===== config.mk =====
export PLATFORM = sky130hd
export DESIGN_NAME = fraction_reduce_binary_gcd_unit_flat
export DESIGN_NICKNAME = d
export VERILOG_FILES = /design/src/hdl/frgcd_pkg.sv /design/src/hdl/frgcd_if.sv /design/src/hdl/frgcd_rom.sv /design/src/hdl/frgcd_datapath.sv /design/src/hdl/fraction_reduce_binary_gcd_unit.sv /design/src/flat_wrapper.sv
export SDC_FILE = /design/constraint.sdc
export NUM_CORES = 1
export LEC_CHECK = 0
export BUFFER_PORTS_ARGS = -buffer_cell sky130_fd_sc_hd__buf_2
export CAP_MARGIN = 20
export CORE_MARGIN = 4
export CORE_UTILIZATION = 56
export DETAILED_ROUTE_END_ITERATION = 7
export PLACE_DENSITY = 0.78
export SYNTH_ARGS = -nofsm -noshare
export SYNTH_HDL_FRONTEND = slang
export SYNTH_HIERARCHICAL = 1
export SYNTH_SLANG_ARGS = --single-unit

===== constraint.sdc =====
create_clock -name clk -period 8.45 [get_ports clk]
set_clock_uncertainty 0.05 [all_clocks]
set_input_delay 0.845 -clock clk [delete_from_list [all_inputs] [get_ports clk]]
set_output_delay 0.845 -clock clk [all_outputs]
set_load 0.03 [all_outputs]

===== src/hdl/frgcd_pkg.sv =====
// Shared types and constants for the binary GCD fraction reducer.
// Holds the microcode word layout, datapath operations and step addresses.
// No dependencies.
package frgcd_pkg;

    localparam int WORD_BITS  = 32;
    localparam int SHIFT_BITS = $clog2(WORD_BITS);
    localparam int CNT_BITS   = $clog2(WORD_BITS + 1);
    localparam int STEP_BITS  = 4;

    typedef logic [WORD_BITS-1:0] word_t;
    typedef logic [STEP_BITS-1:0] step_t;

    typedef enum logic [3:0] {
        OP_NOP,
        OP_LOAD,
        OP_G_FROM_U,
        OP_G_FROM_V,
        OP_HALVE_BOTH,
        OP_HALVE_U,
        OP_HALVE_V,
        OP_SUB,
        OP_G_SHIFT,
        OP_DIV_INIT,
        OP_DIV_STEP,
        OP_EMIT,
        OP_UNDEF
    } op_t;

    typedef enum logic [3:0] {
        C_ALWAYS,
        C_NO_IN,
        C_BOTH_ZERO,
        C_U_ZERO,
        C_V_ZERO,
        C_BOTH_EVEN,
        C_U_EVEN,
        C_V_EVEN,
        C_SUB_MORE,
        C_DIV_MORE,
        C_OUT_BUSY
    } cond_t;

    // When the step's operation fires relative to its jump condition
    typedef enum logic [1:0] {
        EX_ALWAYS,
        EX_TAKEN,
        EX_NOT_TAKEN
    } exec_t;

    typedef struct packed {
        op_t   op;
        cond_t cond;
        exec_t exec;
        step_t target;
    } uword_t;

    typedef struct packed {
        logic both_zero;
        logic u_zero;
        logic v_zero;
        logic both_even;
        logic u_even;
        logic v_even;
        logic sub_more;
        logic div_more;
        logic out_busy;
    } dp_status_t;

    localparam step_t STEP_IDLE      = 4'd0;
    localparam step_t STEP_CHK_BOTH  = 4'd1;
    localparam step_t STEP_CHK_U     = 4'd2;
    localparam step_t STEP_CHK_V     = 4'd3;
    localparam step_t STEP_STRIP     = 4'd4;
    localparam step_t STEP_ODD_U     = 4'd5;
    localparam step_t STEP_ODD_V     = 4'd6;
    localparam step_t STEP_SUB       = 4'd7;
    localparam step_t STEP_G_SHIFT   = 4'd8;
    localparam step_t STEP_DIV_INIT  = 4'd9;
    localparam step_t STEP_DIV_LOOP  = 4'd10;
    localparam step_t STEP_EMIT      = 4'd11;
    localparam step_t STEP_RETURN    = 4'd12;
    localparam step_t STEP_UNDEF     = 4'd13;

endpackage


===== src/hdl/frgcd_if.sv =====
// Valid/ready channel interfaces for the fraction reducer input and result.
// Depends on frgcd_pkg for the word type.
interface frgcd_in_if;
    logic              valid;
    logic              ready;
    frgcd_pkg::word_t  numerator;
    frgcd_pkg::word_t  denominator;

    modport source (output valid, output numerator, output denominator, input ready);
    modport sink   (input valid, input numerator, input denominator, output ready);
endinterface

interface frgcd_out_if;
    logic              valid;
    logic              ready;
    frgcd_pkg::word_t  reduced_numerator;
    frgcd_pkg::word_t  reduced_denominator;
    frgcd_pkg::word_t  common_divisor;
    logic              undefined_flag;

    modport source (output valid, output reduced_numerator, output reduced_denominator,
                    output common_divisor, output undefined_flag, input ready);
    modport sink   (input valid, input reduced_numerator, input reduced_denominator,
                    input common_divisor, input undefined_flag, output ready);
endinterface


===== src/hdl/frgcd_rom.sv =====
// Microcode store: one control word per sequencer step.
// Depends on frgcd_pkg for the word layout and step addresses.
module frgcd_rom (
    input  frgcd_pkg::step_t  addr,
    output frgcd_pkg::uword_t uword
);
    import frgcd_pkg::*;

    always_comb
    begin
        unique case (addr)
            // wait for a transfer, capture it when it comes
            STEP_IDLE:     uword = '{OP_LOAD,       C_NO_IN,     EX_NOT_TAKEN, STEP_IDLE};
            STEP_CHK_BOTH: uword = '{OP_NOP,        C_BOTH_ZERO, EX_ALWAYS,    STEP_UNDEF};
            STEP_CHK_U:    uword = '{OP_G_FROM_V,   C_U_ZERO,    EX_TAKEN,     STEP_DIV_INIT};
            STEP_CHK_V:    uword = '{OP_G_FROM_U,   C_V_ZERO,    EX_TAKEN,     STEP_DIV_INIT};
            STEP_STRIP:    uword = '{OP_HALVE_BOTH, C_BOTH_EVEN, EX_TAKEN,     STEP_STRIP};
            STEP_ODD_U:    uword = '{OP_HALVE_U,    C_U_EVEN,    EX_TAKEN,     STEP_ODD_U};
            STEP_ODD_V:    uword = '{OP_HALVE_V,    C_V_EVEN,    EX_TAKEN,     STEP_ODD_V};
            STEP_SUB:      uword = '{OP_SUB,        C_SUB_MORE,  EX_ALWAYS,    STEP_ODD_V};
            STEP_G_SHIFT:  uword = '{OP_G_SHIFT,    C_ALWAYS,    EX_ALWAYS,    STEP_DIV_INIT};
            STEP_DIV_INIT: uword = '{OP_DIV_INIT,   C_ALWAYS,    EX_ALWAYS,    STEP_DIV_LOOP};
            STEP_DIV_LOOP: uword = '{OP_DIV_STEP,   C_DIV_MORE,  EX_ALWAYS,    STEP_DIV_LOOP};
            // hold until the result register is free
            STEP_EMIT:     uword = '{OP_EMIT,       C_OUT_BUSY,  EX_NOT_TAKEN, STEP_EMIT};
            STEP_RETURN:   uword = '{OP_NOP,        C_ALWAYS,    EX_ALWAYS,    STEP_IDLE};
            STEP_UNDEF:    uword = '{OP_UNDEF,      C_ALWAYS,    EX_ALWAYS,    STEP_EMIT};
            default:       uword = '{OP_NOP,        C_ALWAYS,    EX_ALWAYS,    STEP_IDLE};
        endcase
    end

endmodule


===== src/hdl/frgcd_datapath.sv =====
// Working registers, subtractor, shifter and two restoring divider lanes.
// Depends on frgcd_pkg; driven one operation per cycle by the sequencer.
module frgcd_datapath (
    input  logic                  clk,
    input  logic                  rst_n,
    input  frgcd_pkg::op_t        op,
    input  frgcd_pkg::word_t      in_numerator,
    input  frgcd_pkg::word_t      in_denominator,
    input  logic                  out_ready,
    output logic                  out_valid,
    output frgcd_pkg::word_t      out_numerator,
    output frgcd_pkg::word_t      out_denominator,
    output frgcd_pkg::word_t      out_divisor,
    output logic                  out_undefined,
    output frgcd_pkg::dp_status_t status
);
    import frgcd_pkg::*;

    word_t                 n_reg, d_reg;
    word_t                 u_reg, v_reg;
    word_t                 g_reg;
    logic [SHIFT_BITS-1:0] k_reg;
    word_t                 qn_reg, qd_reg;
    word_t                 rn_reg, rd_reg;
    logic [CNT_BITS-1:0]   cnt_reg;
    logic                  undef_reg;
    word_t                 res_n_reg, res_d_reg, res_g_reg;
    logic                  res_undef_reg;
    logic                  out_valid_reg;

    logic [WORD_BITS:0]    u_minus_v;
    logic                  u_gt_v;
    logic [WORD_BITS:0]    rn_shift, rd_shift;
    logic [WORD_BITS:0]    rn_diff, rd_diff;

    assign u_minus_v = {1'b0, u_reg} - {1'b0, v_reg};
    assign u_gt_v    = !u_minus_v[WORD_BITS] && (u_reg != v_reg);

    // one restoring step per lane: shift in the next dividend bit, try to subtract
    assign rn_shift = {rn_reg, qn_reg[WORD_BITS-1]};
    assign rd_shift = {rd_reg, qd_reg[WORD_BITS-1]};
    assign rn_diff  = rn_shift - {1'b0, g_reg};
    assign rd_diff  = rd_shift - {1'b0, g_reg};

    always_ff @(posedge clk)
    begin
        unique case (op)
            OP_LOAD:
            begin
                n_reg     <= in_numerator;
                d_reg     <= in_denominator;
                u_reg     <= in_numerator;
                v_reg     <= in_denominator;
                k_reg     <= '0;
                undef_reg <= 1'b0;
            end
            OP_G_FROM_U:   g_reg <= u_reg;
            OP_G_FROM_V:   g_reg <= v_reg;
            OP_HALVE_BOTH:
            begin
                u_reg <= u_reg >> 1;
                v_reg <= v_reg >> 1;
                k_reg <= k_reg + SHIFT_BITS'(1);
            end
            OP_HALVE_U:    u_reg <= u_reg >> 1;
            OP_HALVE_V:    v_reg <= v_reg >> 1;
            OP_SUB:
            begin
                if (u_gt_v)
                begin
                    u_reg <= v_reg;
                    v_reg <= u_minus_v[WORD_BITS-1:0];
                end
                else
                begin
                    v_reg <= v_reg - u_reg;
                end
            end
            OP_G_SHIFT:    g_reg <= u_reg << k_reg;
            OP_DIV_INIT:
            begin
                qn_reg  <= n_reg;
                qd_reg  <= d_reg;
                rn_reg  <= '0;
                rd_reg  <= '0;
                cnt_reg <= CNT_BITS'(WORD_BITS);
            end
            OP_DIV_STEP:
            begin
                // the remainder stays below the divisor, so its top bit is always clear
                rn_reg  <= rn_diff[WORD_BITS] ? rn_shift[WORD_BITS-1:0]
                                              : rn_diff[WORD_BITS-1:0];
                rd_reg  <= rd_diff[WORD_BITS] ? rd_shift[WORD_BITS-1:0]
                                              : rd_diff[WORD_BITS-1:0];
                qn_reg  <= {qn_reg[WORD_BITS-2:0], !rn_diff[WORD_BITS]};
                qd_reg  <= {qd_reg[WORD_BITS-2:0], !rd_diff[WORD_BITS]};
                cnt_reg <= cnt_reg - CNT_BITS'(1);
            end
            OP_UNDEF:
            begin
                qn_reg    <= '0;
                qd_reg    <= '0;
                g_reg     <= '0;
                undef_reg <= 1'b1;
            end
            OP_EMIT:
            begin
                res_n_reg     <= qn_reg;
                res_d_reg     <= qd_reg;
                res_g_reg     <= g_reg;
                res_undef_reg <= undef_reg;
            end
            default:
            begin
            end
        endcase
    end

    always_ff @(posedge clk or negedge rst_n)
    begin
        if (!rst_n)
        begin
            out_valid_reg <= 1'b0;
        end
        else if (op == OP_EMIT)
        begin
            out_valid_reg <= 1'b1;
        end
        else if (out_ready)
        begin
            out_valid_reg <= 1'b0;
        end
    end

    assign out_valid       = out_valid_reg;
    assign out_numerator   = res_n_reg;
    assign out_denominator = res_d_reg;
    assign out_divisor     = res_g_reg;
    assign out_undefined   = res_undef_reg;

    assign status.both_zero = (u_reg == '0) && (v_reg == '0);
    assign status.u_zero    = (u_reg == '0);
    assign status.v_zero    = (v_reg == '0);
    assign status.both_even = !u_reg[0] && !v_reg[0];
    assign status.u_even    = !u_reg[0];
    assign status.v_even    = !v_reg[0];
    assign status.sub_more  = (u_reg != v_reg);
    assign status.div_more  = (cnt_reg != CNT_BITS'(1));
    assign status.out_busy  = out_valid_reg && !out_ready;

endmodule


===== src/hdl/fraction_reduce_binary_gcd_unit.sv =====
// Fraction reducer: binary GCD, then both parts divided by it, one item at a time.
// Both parts zero lead to the undefined result; with one zero part the GCD is the other
// part and only the divider runs; otherwise the GCD subtract/halve loop runs first.
// A held result stalls the result load; the return step then leads back to the idle step,
// which takes the next item. Reset clears the step counter and result valid.
module fraction_reduce_binary_gcd_unit (
    input  logic       clk,
    input  logic       rst_n,
    frgcd_in_if.sink   in_ch,
    frgcd_out_if.source out_ch
);
    import frgcd_pkg::*;

    step_t      pc_reg, pc_next;
    uword_t     uword;
    dp_status_t status;
    logic       cond_hit;
    logic       fire;
    op_t        op_issue;

    frgcd_rom u_rom (
        .addr  (pc_reg),
        .uword (uword)
    );

    always_comb
    begin
        case (uword.cond)
            C_ALWAYS:    cond_hit = 1'b1;
            C_NO_IN:     cond_hit = !in_ch.valid;
            C_BOTH_ZERO: cond_hit = status.both_zero;
            C_U_ZERO:    cond_hit = status.u_zero;
            C_V_ZERO:    cond_hit = status.v_zero;
            C_BOTH_EVEN: cond_hit = status.both_even;
            C_U_EVEN:    cond_hit = status.u_even;
            C_V_EVEN:    cond_hit = status.v_even;
            C_SUB_MORE:  cond_hit = status.sub_more;
            C_DIV_MORE:  cond_hit = status.div_more;
            C_OUT_BUSY:  cond_hit = status.out_busy;
            default:     cond_hit = 1'b1;
        endcase
    end

    always_comb
    begin
        case (uword.exec)
            EX_TAKEN:     fire = cond_hit;
            EX_NOT_TAKEN: fire = !cond_hit;
            default:      fire = 1'b1;
        endcase
        op_issue = fire ? uword.op : OP_NOP;
        pc_next  = cond_hit ? uword.target : pc_reg + STEP_BITS'(1);
    end

    always_ff @(posedge clk or negedge rst_n)
    begin
        if (!rst_n)
        begin
            pc_reg <= STEP_IDLE;
        end
        else
        begin
            pc_reg <= pc_next;
        end
    end

    assign in_ch.ready = (pc_reg == STEP_IDLE);

    frgcd_datapath u_datapath (
        .clk             (clk),
        .rst_n           (rst_n),
        .op              (op_issue),
        .in_numerator    (in_ch.numerator),
        .in_denominator  (in_ch.denominator),
        .out_ready       (out_ch.ready),
        .out_valid       (out_ch.valid),
        .out_numerator   (out_ch.reduced_numerator),
        .out_denominator (out_ch.reduced_denominator),
        .out_divisor     (out_ch.common_divisor),
        .out_undefined   (out_ch.undefined_flag),
        .status          (status)
    );

endmodule

===== src/flat_wrapper.sv =====
// flat-port wrapper written by rule: the top's interface ports become plain ports
module fraction_reduce_binary_gcd_unit_flat import frgcd_pkg::*;
  (clk, rst_n, in_ch_valid, in_ch_numerator, in_ch_denominator, in_ch_ready, out_ch_valid, out_ch_reduced_numerator, out_ch_reduced_denominator, out_ch_common_divisor, out_ch_undefined_flag, out_ch_ready);
  frgcd_in_if in_ch_i ();
  frgcd_out_if out_ch_i ();
  input  logic clk;
  input  logic rst_n;
  input wire logic [$bits(in_ch_i.valid)-1:0] in_ch_valid;
  input wire logic [$bits(in_ch_i.numerator)-1:0] in_ch_numerator;
  input wire logic [$bits(in_ch_i.denominator)-1:0] in_ch_denominator;
  output wire logic [$bits(in_ch_i.ready)-1:0] in_ch_ready;
  output wire logic [$bits(out_ch_i.valid)-1:0] out_ch_valid;
  output wire logic [$bits(out_ch_i.reduced_numerator)-1:0] out_ch_reduced_numerator;
  output wire logic [$bits(out_ch_i.reduced_denominator)-1:0] out_ch_reduced_denominator;
  output wire logic [$bits(out_ch_i.common_divisor)-1:0] out_ch_common_divisor;
  output wire logic [$bits(out_ch_i.undefined_flag)-1:0] out_ch_undefined_flag;
  input wire logic [$bits(out_ch_i.ready)-1:0] out_ch_ready;
  assign in_ch_i.valid = in_ch_valid;
  assign in_ch_i.numerator = in_ch_numerator;
  assign in_ch_i.denominator = in_ch_denominator;
  assign in_ch_ready = in_ch_i.ready;
  assign out_ch_valid = out_ch_i.valid;
  assign out_ch_reduced_numerator = out_ch_i.reduced_numerator;
  assign out_ch_reduced_denominator = out_ch_i.reduced_denominator;
  assign out_ch_common_divisor = out_ch_i.common_divisor;
  assign out_ch_undefined_flag = out_ch_i.undefined_flag;
  assign out_ch_i.ready = out_ch_ready;
  fraction_reduce_binary_gcd_unit u_core (.clk(clk), .rst_n(rst_n), .in_ch(in_ch_i), .out_ch(out_ch_i));
endmodule

==> out/qor.yml <==
cp_top_family: "simple AND/OR/NAND/NOR gates"
cpMostUsedCell: "inv_1"
synth_xor_area_frac: 0.03194
fin_crit_sh: 0.7918
drc: 0
slew_viol_final: 0
syn_inst: 2383
num_vias: 20990
ys_warn_count: 6
final_cell_mix: "edfxtp_1, a21oi_1, buf_2, inv_1, o21ai_0"
rrSetupSlack_ns: 1.76
critical-path-slowest-cell: "a21boi_4"
synth_compound_area_frac: 0.2209
clock_sinks: 402
overflow: 0
yosys_most_used_dff: "edfxtp_1"
ant_nets: 0
grt_pass1_wl_um: 120200
cp_cell_sequence: "inv_1 > ha_1 > nand2_1 > or3_1 > nor4_1 > inv_1 > a2bb2o_4 > a22oi_4 > a41oi_1 > a21boi_4 > nand2b_1 > xnor2_1 > nor2_2 > buf_4"
antennaDiodeCount: 0
ios: 167
start_util: 0.5656
finalHoldViolCount: 0
drt_wl_total_um: 80210
yosysSeqAreaShare: 0.4827
async_flop_share: 0.01244
status: "finished, final reports clean"
dp_hpwl_um: 59210
hp-class: "flop to flop"
cts_buffer_depth: 3
num-fill-cells: 3563
drt_iter0_drc: 2893
yosys-mux-area-fraction: 0.03735
slowest_delay_ns: 0.85
crit_type: "flop to flop"
max_slew_margin: 0.2352
critPathMaxFanout: 30
die_w_um: 219.1
synth.cell_area_um2: 24960
synth_edf_count: 397
grt_max_degree: 100
layout-drive-gt1-share: 0.1470
core.rowCount: 77
core_um2: 44120
final_common_cell: "edfxtp_1"
worst_slew_pin_slew_ns: 1.143
cp_data_required_time_ns: 8.66
fin_tns_setup_ns: 0
synth_top_family_by_area: "compound AO/OA/AOI/OAI gates"
placement.io_buffers: 166
root_buffer: "clkbuf_16"
arrival_ns: 6.90
synth_seq_cells: 402
wire_per_inst_um: 25.80
start_kind: "flop"
place.gp.congestion: 1.071
yosys.cell_types.count: 86
postSynthAreaPerCell_um2: 10.47
clock_latency_ns: 0.59
grt_pass1_vias: 19570
syn_nets: 2596
period_minus_slack_ns: 6.691
antenna_found_initial: 1
layout_setup_ws_ns: 1.759
path_buf_inv: 3
fin_nets: 2696
end_kind: "flop"
area_delta_synth_final_pct: 11.69
dieArea_um2: 48010
via_per_inst: 6.752
setup_violations: 0
cts.clk_slew.worst_paths_ns: 0.06
cts_tree: "yes"
htree_num_levels: 2
max_clock_freq_mhz: 149.5
cts_buffers: 43
die_h_um: 219.1
rsz0062_at_grt: "no"
track_usage: 0.3266
cap_violations: 0
synthSimpleGateAreaFrac: 0.1048
post-place-ws_ns: 1.982
synth_adder_area_share: 0.07390
drt-pass1-iter-count: 8
[cell usage after synthesis, types with 25 or more instances]
library cell	number	share of area
nor4_1	25	0.0063
ha_1	141	0.071
nand2_1	152	0.023
o22ai_1	49	0.012
a21o_1	42	0.013
a211oi_1	29	0.0087
xnor2_1	57	0.020
edfxtp_1	397	0.48
a21oi_1	230	0.046
a31o_2	30	0.011
clkbuf_1	118	0.018
o21ai_0	159	0.032
nor2b_1	26	0.0065
inv_1	166	0.025
o31ai_1	33	0.0099
xor2_1	34	0.012
nor2_1	130	0.020
a22o_1	64	0.022
mux2i_1	32	0.013
nand3_1	78	0.016
[cell families after synthesis]
family                   Yosys count
AO/OA/AOI/OAI                    832
XOR/XNOR                          91
adder cells (fa/ha/maj)          145
buffers and inverters            311
flip-flops                       402
multiplexers                      64
AND/OR/NAND/NOR                  538
[final cells by class]
cell class	instances	area (um^2)	share of cell area
clock buffer	48	1095	0.03928
clock inverter	31	406.6	0.01459
inverter	167	626.9	0.02249
multi-input combinational	1670	11820	0.4240
sequential	402	12050	0.4322
tap	592	740.7	0.02657
timing repair buffer	199	1139	0.04085
[through the flow]
stage | utilization | cell area (um^2) | std cells | hold slack [ns]
after CTS | 0.6300 | 27800 | 3105 | 0.3778
after detailed placement | 0.5957 | 26290 | 3025 | 0.3860
final | 0.6317 | 27870 | 3109 | 0.4005
after floorplan | - | 24970 | 2383 | 0.3503
after global placement | 0.5957 | 26290 | 3025 | 0.3743
after global routing | 0.6317 | 27870 | 3109 | 0.3798
[metal layers]
| metal | vias up | share of wire | wire length (um) | global-route usage |
|---|---|---|---|---|
| li1 | 9278 | - | - | - |
| met1 | 10170 | 0.41 | 32980 | 0.4747 |
| met2 | 1351 | 0.44 | 34900 | 0.4891 |
| met3 | 190 | 0.12 | 9238 | 0.07062 |
| met4 | 0 | 0.039 | 3092 | 0.1112 |
| met5 | - | 0 | 0 | 0 |
[final timing paths]
check	to	startpoint	cells past startpoint
worst max register to register	u_core/u_datapath/v_reg[8]	u_core/u_datapath/u_reg[22]	14
worst min register to register	u_core/u_datapath/out_denominator[28]	u_core/u_datapath/qd_reg[28]	0
worst max-delay path	u_core/u_datapath/v_reg[8]	u_core/u_datapath/u_reg[22]	14
max in group asynchronous	u_core/pc_reg[0]	rst_n	2
worst min-delay path	u_core/u_datapath/out_denominator[28]	u_core/u_datapath/qd_reg[28]	0
min in group asynchronous	u_core/pc_reg[3]	rst_n	2
[repair_timing]
item,in CTS,in global routing
hold buffers,1,0
hold endpoints to repair,5,0
resized for setup,0,0
buffers inserted,0,0
Power is not shown: default switching activity piles up to over one toggle a cycle in this logic, so the estimate is an artifact.
